<file path="config.mk">
export PLATFORM = sky130hd
export DESIGN_NAME = mfr_merge
export DESIGN_NICKNAME = d
export VERILOG_FILES = /design/src/rtl/core/mfr_pkg.sv /design/src/rtl/core/mfr_merge.sv
export SDC_FILE = /design/constraint.sdc
export NUM_CORES = 1
export LEC_CHECK = 0
export ABC_AREA = 1
export BUFFER_PORTS_ARGS = -buffer_cell sky130_fd_sc_hd__buf_2
export CAP_MARGIN = 20
export CORE_MARGIN = 5
export CORE_UTILIZATION = 49
export DETAILED_ROUTE_END_ITERATION = 16
export PLACE_DENSITY_LB_ADDON = 0.1
export SYNTH_ARGS = -nofsm -noshare
export SYNTH_HDL_FRONTEND = slang
export SYNTH_SLANG_ARGS = --single-unit
</file>
<file path="constraint.sdc">
create_clock -name clock -period 17.2 [get_ports clock]
set_clock_uncertainty 0.1 [all_clocks]
set_input_delay 3.44 -clock clock [delete_from_list [all_inputs] [get_ports clock]]
set_output_delay 3.44 -clock clock [all_outputs]
set_load 0.05 [all_outputs]
</file>
<file path="src/rtl/core/mfr_pkg.sv">
// shared constants and types for the rgb median filter core
// no dependencies; imported by every module of the core but mfr_ram
package mfr_pkg;

   localparam int SAMPLE_W     = 12;
   localparam int NUM_CH       = 3;
   localparam int PIX_W        = SAMPLE_W * NUM_CH;
   localparam int Y_W          = 12;
   localparam int WIDTH_REG_W  = 11;
   localparam int HEIGHT_REG_W = 12;
   localparam int CSR_DATA_W   = 12;
   localparam int CSR_ADDR_W   = 1;
   localparam int FIFO_DEPTH   = 8;
   localparam int FIFO_CNT_W   = $clog2(FIFO_DEPTH + 1);

   localparam logic [CSR_ADDR_W-1:0] REG_IMAGE_WIDTH  = 1'd0;
   localparam logic [CSR_ADDR_W-1:0] REG_IMAGE_HEIGHT = 1'd1;

   typedef struct packed {
      logic med;
      logic border;
   } mfr_emit_type;

endpackage

</file>
<file path="src/rtl/core/mfr_merge.sv">
// merge stage: joins lane medians with coordinates, queues per-pixel records
// and splits each record into one or two result beats; depends on mfr_pkg
module mfr_merge
   import mfr_pkg::*;
#(
   parameter int XW = 10,
   parameter int RSP_W = 64
) (
   input  logic                  clock,
   input  logic                  reset,
   input  logic                  in_valid,
   input  mfr_emit_type          in_emit,
   input  logic [XW-1:0]         in_med_x,
   input  logic [Y_W-1:0]        in_med_y,
   input  logic [PIX_W-1:0]      in_med,
   input  logic [XW-1:0]         in_x,
   input  logic [Y_W-1:0]        in_y,
   input  logic [PIX_W-1:0]      in_pix,
   output logic [FIFO_CNT_W-1:0] count,
   output logic                  rsp_tvalid,
   input  logic                  rsp_tready,
   output logic [RSP_W-1:0]      rsp_tdata,  // x, y, red, green, blue
   output logic                  rsp_tlast
);
   localparam int PW = $clog2(FIFO_DEPTH);

   typedef struct packed {
      mfr_emit_type       emit;
      logic [XW-1:0]      med_x;
      logic [Y_W-1:0]     med_y;
      logic [PIX_W-1:0]   med;
      logic [XW-1:0]      x;
      logic [Y_W-1:0]     y;
      logic [PIX_W-1:0]   pix;
   } entry_type;

   entry_type               fifo_ff [FIFO_DEPTH];
   logic [PW-1:0]           wr_ptr_ff, wr_ptr_in;
   logic [PW-1:0]           rd_ptr_ff, rd_ptr_in;
   logic [FIFO_CNT_W-1:0]   count_ff, count_in;
   logic                    phase_ff, phase_in;
   entry_type               head;
   logic                    push, pop, beat, send_med;

   assign head     = fifo_ff[rd_ptr_ff];
   assign push     = in_valid && (in_emit.med || in_emit.border);
   assign send_med = head.emit.med && !phase_ff;
   assign beat     = rsp_tvalid && rsp_tready;
   assign pop      = beat && !(send_med && head.emit.border);

   always_comb begin
      wr_ptr_in = push ? wr_ptr_ff + 1'b1 : wr_ptr_ff;
      rd_ptr_in = pop ? rd_ptr_ff + 1'b1 : rd_ptr_ff;
      count_in  = count_ff + FIFO_CNT_W'(push) - FIFO_CNT_W'(pop);
      phase_in  = phase_ff;
      if (beat) begin
         phase_in = !pop;
      end
   end

   always_ff @(posedge clock) begin
      if (reset) begin
         wr_ptr_ff <= '0;
         rd_ptr_ff <= '0;
         count_ff  <= '0;
         phase_ff  <= 1'b0;
      end else begin
         wr_ptr_ff <= wr_ptr_in;
         rd_ptr_ff <= rd_ptr_in;
         count_ff  <= count_in;
         phase_ff  <= phase_in;
      end
      if (push) begin
         fifo_ff[wr_ptr_ff] <= '{emit: in_emit, med_x: in_med_x, med_y: in_med_y,
                                 med: in_med, x: in_x, y: in_y, pix: in_pix};
      end
   end

   assign count      = count_ff;
   assign rsp_tvalid = count_ff != '0;
   assign rsp_tlast  = !(send_med && head.emit.border);
   assign rsp_tdata  = send_med ? RSP_W'({head.med, head.med_y, head.med_x})
                                : RSP_W'({head.pix, head.y, head.x});
endmodule

</file>
==> run metrics <==
post-cts gate resize count=0; global-route wire length before repair=137,000 um; final WL=90,500 um; CP required=13,660 ps; CP dominant cell by count=nand2_1; Slew headroom=25.2%; vias post-DR=22,669; Core Box Area=75,700 um^2; hold_sp=wr_ptr_ff[0]; Vias per Instance=5.76; Crit path largest cell delay=820 ps; Clock Latency Late Sink=640 ps; vias in the first global route=22,336; CTS clk-pin slew, worst paths=60 ps; Layout area overhead=13.0%; num ports=192; status=completed; reg-to-reg slack, setup=12,390 ps; GRT Util Overall=21.7%; max-slew violations=0; total grt overflow=0; H-tree depth=3; Max-Cap Viols=0; Yosys warnings=0; Syn Area/Cell=13.7 um^2; Post-CTS Setup Bufs=0; largest net degree at the start of global routing=188; share of layout cells above drive strength 1=13.0%; Slew @ Worst Pin=1120 ps; Row Count=101; Critical Path AT=5390 ps; Synth Cell Area=37,300 um^2; slowest cell on the critical path=buf_4; post-layout min period=8930 ps; hold depth=2; post-route cell area=42,200 um^2; Crit Path Category=reg2out; Setup crit end kind=primary output; drc violations=0; RePlAce Congestion=0.758; FF-to-FF End=count[2]; Area after DPL=38,900 um^2; setup TNS=0 ps; Lkg Pwr=0.0140 uW; CP max FO=171; Vert. Die Dim=286 um; hold buffers post-CTS=0; most common library cell in the layout ignoring fill and taps=edfxtp_1; final setup fails=0; antenna-violating nets left=0; maximum vdd ir drop=0.000193 V; first-iteration detailed-routing DRC count=2,038; Mapped Cells=2,727; worst hold endpoint=wr_ptr_ff[0]; total clock sinks=958; CTS tree=done; unrepaired setup endpoints after global routing=no; final worst path period share=51.9%; cell chain of the critical path=inv_8, buf_4, nand2_1, nand3_1, nand2_1, nand2_1, nand2_1, nand2_4, buf_4, nand3_1, o21ai_1, buf_2; Detail Placement HPWL=45,900 um; router iterations before antenna repair=6; clock buffer depth=3; Initial Util=49.3%; Die X=286 um; die area=81,800 um^2; Hold Vio Cnt, Final=0; r2r worst-path depth=15; Port Buffers=185; flops & latches, synth=958; Setup crit start kind=register; WL/cell=23.0 um; post-synthesis sequential area ratio=76.7%; initial antenna violation count=29; Total Nets Final=2,986; number of CTS-inserted buffers=98; clock root cell=clkbuf_16; most frequent cells in the layout=944 x edfxtp_1, 591 x nor2_1, 467 x o21ai_0, 185 x buf_2; pwr/cell area=178 nW/um^2; Hold Crit Class=reg2reg; synth unique cells=28; Max Clk Rate=0.112 GHz
## routing by layer
metal	vias up	part of all wire, %	global-route usage, %	wire length [um]
met5	-	0.13	0	118
met4	20	2.3	7.01	2130
met3	166	5.6	4.11	5100
met2	550	48	35.0	43800
met1	11430	43	30.2	39300
li1	10503	-	-	-
## cell type report
class	instances	area, um^2
antenna	19	47.5
clock buffer	128	2730
clock inverter	54	390
fill	6060	33500
inverter	26	115
multi-input combinational	1550	7760
sequential	958	28600
tap	978	1220
timing repair buffer	222	1270
## worst max-delay path by stage
| stage | start | slack (ps) | to | depth (start not counted) |
|---|---|---|---|---|
| floorplan | in_emit[0] | 7810 | fifo_ff[0][0] | 4 |
| global placement | register | 9050 | rsp_tdata[36] | 12 |
| detailed placement | register | 8890 | rsp_tdata[35] | 12 |
| CTS | register | 8190 | rsp_tdata[35] | 12 |
| global route | register | 7780 | rsp_tdata[39] | 12 |
| finish | register | 8270 | rsp_tdata[35] | 12 |
## power breakdown
part,switching (uW),internal [uW]
clock network,852,1190
logic,2110,664
registers,86.1,2620
## flip-flops by register name (all words and copies together) (netlist names), named ones only
| signal | count |
|---|---|
| rd_ptr_ff | 3 |
| count | 4 |
| fifo_ff | 944 |
| phase_ff | 1 |
| wr_ptr_ff | 3 |
## Yosys cell counts, drive strengths merged
cell	instances	area [um^2]
o211ai	116	871
edfxtp	944	28300
inv	26	97.6
nor2	599	2250
xor2	1	8.76
ha	7	87.6
a211oi	1	7.51
o221ai	116	1020
buf	101	571
fa	1	20.0
conb	1	3.75
a21boi	1	7.51
nand2	94	355
o21ai	526	2630
a21oi	7	35.0
xnor2	1	8.76
nand3	73	370
and2	1	6.26
dfxtp	14	280
clkbuf	97	367
## critical path, delay by kind of cell, from the launching register on
kind / cells / cell delay (ps)
buffers and inverters: 4 / 2420
AO/OA/AOI/OAI: 1 / 120
AND/OR/NAND/NOR: 7 / 1120
flip-flops: 1 / 620
## through the flow
| step | hold WS, ps | utilization [%] | setup slack [ps] | cells | power [uW] |
|---|---|---|---|---|---|
| 3_5_place_dp | 393 | 51.4 | 8890 | 3731 | 5550 |
| 6_report | 403 | 55.7 | 8270 | 3935 | 7530 |
| 4_1_cts | 402 | 55.6 | 8190 | 3913 | 7580 |
| 3_3_place_gp | 384 | 51.4 | 9050 | 3731 | 5500 |
| 5_1_grt | 411 | 55.7 | 7780 | 3926 | 7910 |
| 2_1_floorplan | 357 | - | 7810 | 2732 | 4780 |
## logic make-up (layout without fill, tap and decap cells)
kind of cell	Yosys count	after routing	synth area share, %
AO/OA/AOI/OAI	767	767	12.2
flip-flops	958	958	76.7
other	1	25	0.0100
buffers and inverters	224	430	2.77
adder cells (fa/ha/maj)	8	8	0.288
XOR/XNOR	2	2	0.0469
AND/OR/NAND/NOR	767	767	7.98
No activity file was read; power rests on OpenSTA's default activity.
