## config.mk

```make
export PLATFORM = sky130hd
export DESIGN_NAME = mfr_median_lane
export DESIGN_NICKNAME = d
export VERILOG_FILES = /design/src/rtl/core/mfr_pkg.sv /design/src/rtl/core/mfr_median_lane.sv
export SDC_FILE = /design/constraint.sdc
export NUM_CORES = 1
export LEC_CHECK = 0
export BUFFER_PORTS_ARGS = -buffer_cell sky130_fd_sc_hd__buf_2
export CORE_MARGIN = 2
export CORE_UTILIZATION = 56
export CTS_CLUSTER_DIAMETER = 100
export CTS_CLUSTER_SIZE = 16
export DETAILED_ROUTE_END_ITERATION = 7
export GPL_ROUTABILITY_DRIVEN = 0
export HOLD_SLACK_MARGIN = 0.1
export PLACE_DENSITY = 0.82
export SLEW_MARGIN = 25
export SYNTH_ARGS = -nofsm -noshare
export SYNTH_HDL_FRONTEND = slang
export SYNTH_SLANG_ARGS = --single-unit
```

## constraint.sdc

```tcl
create_clock -name clock -period 3.5 [get_ports clock]
set_clock_uncertainty 0.1 [all_clocks]
set_input_delay 0.7 -clock clock [delete_from_list [all_inputs] [get_ports clock]]
set_output_delay 0.7 -clock clock [all_outputs]
set_load 0.01 [all_outputs]
```

## src/rtl/core/mfr_pkg.sv

```systemverilog
// shared constants and types for the rgb median filter core
// no dependencies; imported by every module of the core but mfr_ram
package mfr_pkg;

   localparam int SAMPLE_W     = 12;
   localparam int NUM_CH       = 3;
   localparam int PIX_W        = SAMPLE_W * NUM_CH;
   localparam int Y_W          = 12;
   localparam int WIDTH_REG_W  = 11;
   localparam int HEIGHT_REG_W = 12;
   localparam int CSR_DATA_W   = 12;
   localparam int CSR_ADDR_W   = 1;
   localparam int FIFO_DEPTH   = 8;
   localparam int FIFO_CNT_W   = $clog2(FIFO_DEPTH + 1);

   localparam logic [CSR_ADDR_W-1:0] REG_IMAGE_WIDTH  = 1'd0;
   localparam logic [CSR_ADDR_W-1:0] REG_IMAGE_HEIGHT = 1'd1;

   typedef struct packed {
      logic med;
      logic border;
   } mfr_emit_type;

endpackage

```

## src/rtl/core/mfr_median_lane.sv

```systemverilog
// one channel lane: median of N samples by rank counting, two register stages
// depends on mfr_pkg
module mfr_median_lane
   import mfr_pkg::*;
#(
   parameter int N = 9
) (
   input  logic                           clock,
   input  logic [N-1:0][SAMPLE_W-1:0]     samples,
   output logic [SAMPLE_W-1:0]            median
);
   logic [N-1:0][N-1:0]          lt_in;
   logic [N-1:0][N-1:0]          lt_ff;
   logic [N-1:0][SAMPLE_W-1:0]   val_ff;
   logic [SAMPLE_W-1:0]          median_in;
   logic [SAMPLE_W-1:0]          median_ff;

   // lt_in[i][j]: sample j sorts ahead of sample i (ties broken by index)
   always_comb begin
      for (int i = 0; i < N; i++) begin
         for (int j = 0; j < N; j++) begin
            if (j < i) begin
               lt_in[i][j] = samples[j] <= samples[i];
            end else begin
               lt_in[i][j] = samples[j] < samples[i];
            end
         end
      end
   end

   always_comb begin
      median_in = '0;
      for (int i = 0; i < N; i++) begin
         if ($countones(lt_ff[i]) == N / 2) begin
            median_in = val_ff[i];
         end
      end
   end

   always_ff @(posedge clock) begin
      lt_ff     <= lt_in;
      val_ff    <= samples;
      median_ff <= median_in;
   end

   assign median = median_ff;
endmodule

```

==> results by group, run 1 <==
Pwr
  • Switching power: 0.00429 W
  • Portion of total power attributed to combinational logic: 57.8%
  • LEAKAGE: 9.51 nW
  • Clk network pwr share: 17.4%
  • Switching part of the total: 40.9%
  • Internal cell power: 0.00620 W
  • Worst vdd rail ir drop: 463 uV
  • Relative contribution of sequential cells to total power: 24.7%
  • Power density normalized to cell area: 567 mW/mm2

Placed design
  • Setup slack at placement: -0.748 ns
  • Final HPWL DP: 43.7 mm
  • Placed instance area: 0.0177 mm2
  • PortBufs: 120
  • Placed Cells: 2211

Die
  • Number of top-level design ports: 121
  • Total die area: 0.0305 mm2
  • Die Span Y: 175 um
  • Die width: 175 um
  • Area of the core region: 0.0287 mm2
  • Initial Utilization: 56.8%
  • Number of rows in the core area: 62

Critical path
  • CP Cell Sequence: fa_1, inv_1, fa_1, fa_1, inv_1, ha_1, fa_1, nor2b_1, a21oi_2, or3_4, o21ai_0, o21a_1, o221ai_2
  • Critical path required time: 3.72 ns
  • Largest incremental delay on the critical path: 0.52 ns
  • Slowest cell on the critical path: sky130_fd_sc_hd__fa_1
  • Worst Setup End Kind: register
  • Maximum fanout count along the critical path: 12
  • Launching element type of the critical path: register
  • Most repeated library cell on the critical path: sky130_fd_sc_hd__fa_1
  • Crit Path Category: reg -> reg
  • Crit path DAT: 4.26 ns

STA
  • Timing-limited maximum frequency: 0.248 GHz
  • Pin slew with the least headroom to its limit: 0.470 ns
  • Final number of hold-violating endpoints: 0
  • Worst-case hold slack: 0.263 ns
  • Final period demand of the worst path: 4.04 ns
  • Worst slew slack as a fraction of its limit: 68.6%
  • Final count of negative-setup-slack endpoints: 12
  • Worst-case setup margin in the final layout: -0.535 ns
  • Unrepaired setup endpoints after global routing: true
  • Summed negative setup slack over all endpoints: -5.42 ns
  • Period Utilization, post-route: 115%
  • Final Max Slew Viols: 0

Clock network
  • Number of sinks driven by the clock tree: 192
  • Number of buffers added by the clock tree synthesis step: 17
  • Clock root cell: sky130_fd_sc_hd__clkbuf_16
  • Count of H-tree levels built during CTS: 4
  • CTS clock-pin slew for the worst setup and hold paths: 0.08 ns
  • Clock tree from TritonCTS: yes
  • Worst-case clock buffer depth: 2
  • Skew-Pair Late Insertion Delay: 0.45 ns

Synthesis
  • Synth warnings: 0
  • Number of flops mapped to enable cells by yosys: 0
  • Synth Cell Area: 0.0163 mm2
  • Synthesized flop and latch total: 192
  • Unique masters post-synth: 53
  • Post-synthesis cell type with the largest combined area: sky130_fd_sc_hd__ha_1
  • Fraction of registers with async set or reset after synthesis: 0%
  • Synth cell count leaders: 464 x sky130_fd_sc_hd__ha_1, 192 x sky130_fd_sc_hd__dfxtp_1, 180 x sky130_fd_sc_hd__inv_1, 119 x sky130_fd_sc_hd__a21oi_1, 116 x sky130_fd_sc_hd__a21o_1
  • Post-synthesis instance total: 1695
  • Sequential share of the synthesized area: 23.6%
  • Most instantiated library cell after synthesis: sky130_fd_sc_hd__ha_1
  • Top cells by area, synth: sky130_fd_sc_hd__ha_1 36%, sky130_fd_sc_hd__dfxtp_1 24%, sky130_fd_sc_hd__a21o_1 5.3%, sky130_fd_sc_hd__fa_1 4.4%, sky130_fd_sc_hd__inv_1 4.1%
  • Number of nets produced by synthesis: 2304
  • Ys flop type: sky130_fd_sc_hd__dfxtp_1
  • Portion of synthesized cell area occupied by the leading cell type: 35.6%
  • Avg Inst Size Synth: 9.62 um2

Outcome
  • Outcome: complete, but fails checks
  • Violations in the final reports: setup timing

Detailed routing
  • Number of vias per cell after detailed routing: 6.57
  • Remaining design rule violation count: 0
  • Routed length per instance: 24.2 um
  • DR vias: 14800
  • Iter 0 DRT Violations: 1492
  • Routed Wire Length: 54.5 mm
  • Detailed-router iteration count before antenna repair: 5
  • Number of antenna-violating nets in the routed design: 0

Global route
  • Antenna violations before repair: 3
  • Final global-route overflow total: 0
  • Pin count of the biggest net entering global routing: 18
  • Wire length of the first global-routing pass: 82.9 mm
  • Total routing usage reported by global routing: 35.7%
  • Vias in the first global route: 15300

Finish
  • Layout overhead on the synthesized area: 13.4%
  • Layout Cells excl Fill: 2248
  • Final net count: 2461
  • Number of inserted filler cells in the final layout: 2287
  • Fraction of final layout cells with drive strength greater than 1: 15.4%
  • Final design area excluding fillers: 0.0185 mm2

Worst hold path
  • Hold/Removal Path Class: in -> reg

Flow run
  • Number of maximum-capacitance violations: 0
## layer usage
metal,wire (um),track usage [%],up-vias
met5,0,0,-
met4,3800,22.2,0
met3,4670,6.24,250
met2,24800,58.3,871
met1,21300,43.8,7019
li1,-,-,6634
## layout by cell type (no fill, tap or decap), types with 3 or more instances in the layout
master / n
sky130_fd_sc_hd__o221ai_2: 18
sky130_fd_sc_hd__nor3_1: 3
sky130_fd_sc_hd__nand2b_1: 39
sky130_fd_sc_hd__inv_1: 176
sky130_fd_sc_hd__dfxtp_1: 190
sky130_fd_sc_hd__a221oi_2: 18
sky130_fd_sc_hd__buf_2: 120
sky130_fd_sc_hd__nor2b_1: 43
sky130_fd_sc_hd__a21oi_1: 118
sky130_fd_sc_hd__nand3_1: 9
sky130_fd_sc_hd__inv_2: 5
sky130_fd_sc_hd__o21ai_0: 86
sky130_fd_sc_hd__buf_6: 5
sky130_fd_sc_hd__fa_1: 34
sky130_fd_sc_hd__a21o_1: 116
sky130_fd_sc_hd__a221oi_1: 4
sky130_fd_sc_hd__inv_6: 5
sky130_fd_sc_hd__nand4_1: 88
sky130_fd_sc_hd__o22ai_1: 23
sky130_fd_sc_hd__o221ai_1: 11
sky130_fd_sc_hd__o21ai_1: 3
sky130_fd_sc_hd__clkinvlp_4: 3
sky130_fd_sc_hd__o22a_1: 22
sky130_fd_sc_hd__clkbuf_16: 17
sky130_fd_sc_hd__ha_1: 462
sky130_fd_sc_hd__a22oi_2: 12
sky130_fd_sc_hd__buf_4: 20
sky130_fd_sc_hd__o21a_1: 26
sky130_fd_sc_hd__nor2_1: 34
sky130_fd_sc_hd__o211ai_1: 9
sky130_fd_sc_hd__or2_2: 22
sky130_fd_sc_hd__a211oi_1: 7
sky130_fd_sc_hd__o21ai_2: 4
sky130_fd_sc_hd__nand2_1: 51
sky130_fd_sc_hd__and3_1: 13
sky130_fd_sc_hd__buf_12: 8
## path summary, 6_finish.rpt
path	end	from	depth (start not counted)	slack [ns]
max	median[5]$_DFF_P_	lt_ff[18]$_DFF_P_	13	-0.54
max reg2reg	median[5]$_DFF_P_	lt_ff[18]$_DFF_P_	13	-0.54
min	val_ff[102]$_DFF_P_	samples[102]	1	0.26
min reg2reg	median[0]$_DFF_P_	val_ff[96]$_DFF_P_	2	0.37
## power groups by stage
stage                     Combinational, W  Clock [W]  Sequential (W)
after floorplan                    0.00369          0         0.00260
after global placement             0.00503          0         0.00262
after detailed placement           0.00541          0         0.00262
after CTS                          0.00572    0.00181         0.00258
after global routing               0.00659    0.00190         0.00260
final                              0.00607    0.00183         0.00259
## area by class of cell
type	instances	area, um2	area share, %
Antenna cell	1	2.50	0.0135
Clock buffer	18	429	2.32
Clock inverter	12	104	0.562
Inverter	181	679	3.67
Multi-Input combinational cell	1307	12000	64.8
Sequential cell	192	3850	20.8
Tap cell	384	480	2.60
Timing Repair Buffer	153	967	5.23
## state kept, by name (all words and copies together) (netlist names)
signal / count
val_ff: 108
lt_ff: 72
median: 12
## kinds of logic after synthesis
kind of cell	synth area share [%]
adders and majority gates	40.0
AOI/OAI and AO/OA	20.3
and+or+nand+nor	11.2
buffers and inverters	4.80
DFF	23.6
muxes	0.0690
## stage by stage
step	utilization [%]	power [W]
after floorplan	-	0.00629
after global placement	61.8	0.00765
after detailed placement	61.8	0.00803
after CTS	64.0	0.0101
after global routing	64.4	0.0111
final	64.4	0.0105
## worst max-delay path: cells and delay by family (launching register included)
family	cells	cell delay (ns)
DFF	1	0.32
and+or+nand+nor	2	0.63
adders and majority gates	5	2.11
AOI/OAI and AO/OA	4	0.65
buffers and inverters	2	0.10
## what timing repair did
item | 4_1_cts | 5_1_grt
hold buffers | 0 | 0
cloned | 1 | 0
setup buffers | 3 | 2
resized for setup | 18 | 26
pin swaps | 24 | 13
setup endpoints to repair | 12 | 12
Note: power is estimated with default switching activity, not from simulation.
==> run 2, diff against run 1 <==
Settings changed: PLACE_DENSITY 0.82 to 0.78.
==> results by group, run 2 (synthesis results as in run 1) <==
Die
  • Number of top-level design ports: 121
  • Number of rows in the core area: 62
  • Total die area: 0.0305 mm2
  • Die Span Y: 175 um
  • Area of the core region: 0.0287 mm2
  • Die width: 175 um
  • Initial Utilization: 56.8%

Detailed routing
  • Remaining design rule violation count: 0
  • Routed Wire Length: 54.3 mm
  • Iter 0 DRT Violations: 1258
  • Number of antenna-violating nets in the routed design: 0
  • Number of vias per cell after detailed routing: 6.46
  • DR vias: 14500
  • Routed length per instance: 24.1 um
  • Detailed-router iteration count before antenna repair: 7

Critical path
  • CP Cell Sequence: fa_1, inv_1, fa_1, fa_1, inv_2, ha_4, fa_2, nor4b_2, a21o_2, buf_6, buf_12, a221oi_2, o21a_1, o221ai_2
  • Crit path DAT: 4.24 ns
  • Most repeated library cell on the critical path: sky130_fd_sc_hd__fa_1
  • Worst Setup End Kind: register
  • Maximum fanout count along the critical path: 7
  • Crit Path Category: reg -> reg
  • Largest incremental delay on the critical path: 0.56 ns
  • Slowest cell on the critical path: sky130_fd_sc_hd__fa_2
  • Critical path required time: 3.74 ns
  • Launching element type of the critical path: register

Global route
  • Total routing usage reported by global routing: 35.0%
  • Final global-route overflow total: 0
  • Wire length of the first global-routing pass: 80.7 mm
  • Antenna violations before repair: 1
  • Vias in the first global route: 14300
  • Pin count of the biggest net entering global routing: 23

Clock network
  • Clock root cell: sky130_fd_sc_hd__clkbuf_16
  • Skew-Pair Late Insertion Delay: 0.45 ns
  • Clock tree from TritonCTS: yes
  • Number of sinks driven by the clock tree: 192
  • Worst-case clock buffer depth: 2
  • Number of buffers added by the clock tree synthesis step: 17
  • CTS clock-pin slew for the worst setup and hold paths: 0.09 ns
  • Count of H-tree levels built during CTS: 4

STA
  • Final number of hold-violating endpoints: 0
  • Final period demand of the worst path: 4.00 ns
  • Summed negative setup slack over all endpoints: -5.49 ns
  • Worst-case hold slack: 0.256 ns
  • Final Max Slew Viols: 0
  • Worst-case setup margin in the final layout: -0.502 ns
  • Worst slew slack as a fraction of its limit: 69.1%
  • Pin slew with the least headroom to its limit: 0.463 ns
  • Final count of negative-setup-slack endpoints: 12
  • Timing-limited maximum frequency: 0.250 GHz
  • Unrepaired setup endpoints after global routing: true
  • Period Utilization, post-route: 114%

Finish
  • Fraction of final layout cells with drive strength greater than 1: 15.2%
  • Number of inserted filler cells in the final layout: 2239
  • Most frequent cells in the layout: 462 x sky130_fd_sc_hd__ha_1, 189 x sky130_fd_sc_hd__dfxtp_1, 176 x sky130_fd_sc_hd__inv_1
  • Number of flip-flops under the largest register name: 108
  • Final net count: 2462
  • Most common cell after layout, fill and taps aside: sky130_fd_sc_hd__ha_1
  • Largest reg by FF count: val_ff
  • End-of-flow core utilization: 64.9%
  • Layout overhead on the synthesized area: 14.2%

Pwr
  • Switching power: 0.00444 W
  • Internal cell power: 0.00635 W
  • Power, Total: 0.0108 W
  • LEAKAGE: 9.57 nW
  • Power density normalized to cell area: 579 mW/mm2
  • Portion of total power attributed to combinational logic: 56.5%
  • Clk network pwr share: 19.5%
  • Switching part of the total: 41.1%
  • Relative contribution of sequential cells to total power: 24.0%
  • Worst vdd rail ir drop: 454 uV

Worst hold path
  • Hold/Removal Path Class: in -> reg

Placed design
  • Final HPWL DP: 43.2 mm
  • PortBufs: 120

Outcome
  • Violations in the final reports: setup timing
  • Outcome: complete, but fails checks

Flow run
  • Number of maximum-capacitance violations: 0
run 2: changes by cell type in the layout (fill, tap and decap cells not counted), sizes merged:
cell	before	now
and4	1	2
clkinvlp	3	0
clkinv	3	7
bufinv	0	1
inv	187	188
clkbuf	18	17
run 2: final timing paths:
check	start	to	slack [ns]	depth (start not counted)
setup / recovery	lt_ff[36]$_DFF_P_	median[6]$_DFF_P_	-0.50	14
hold / removal	samples[101]	val_ff[101]$_DFF_P_	0.26	1
setup reg to reg	lt_ff[36]$_DFF_P_	median[6]$_DFF_P_	-0.50	14
hold reg to reg	val_ff[102]$_DFF_P_	median[6]$_DFF_P_	0.38	2
run 2: metrics by stage:
stage | area, um2 | std cells | setup slack, ns
finish | 18600 | 2251 | -0.502
global route | 18600 | 2250 | -0.593
CTS | 18500 | 2246 | -0.444
detailed placement | 17700 | 2209 | -0.736
global placement | 17700 | 2209 | -0.532
floorplan | 16500 | 1695 | -0.217
run 2: area by class of cell:
class                   count  area (um2)  share of cell area, %
diodes                      1        2.50                 0.0134
clock buffers              17         425                   2.28
clock inverters            15         225                   1.21
inverters                 181         679                   3.65
multi-input cells        1308       12000                   64.3
flip-flops and latches    192        3850                   20.7
well taps                 384         480                   2.58
repair buffers            153         983                   5.28
run 2: what timing repair did:
item,4_1_cts,5_1_grt
hold buffers,0,0
buffers inserted,4,3
endpoints found under the setup margin,12,12
gates resized for setup,23,20
gates cloned,1,1
pin swaps,25,10
run 2: critical path: cells and delay by family (launching register included):
family,cells,cell delay [ns]
AO/OA/AOI/OAI,4,0.80
flip-flops,1,0.33
AND/OR/NAND/NOR,1,0.05
buffers and inverters,4,0.40
adder cells (fa/ha/maj),5,2.21
run 2: layer usage:
metal	vias to the layer above	GRT usage (%)	routed length, um
met5	-	0	0
met4	0	21.7	3660
met3	196	4.31	4050
met2	744	56.7	24600
met1	6963	44.5	22000
li1	6639	-	-
run 2: power groups by stage:
stage | Sequential, W | Clock (W) | Combinational, W
after floorplan | 0.00260 | 0 | 0.00369
after global placement | 0.00262 | 0 | 0.00507
after detailed placement | 0.00262 | 0 | 0.00539
after CTS | 0.00257 | 0.00209 | 0.00570
after global routing | 0.00260 | 0.00219 | 0.00658
final | 0.00259 | 0.00211 | 0.00610
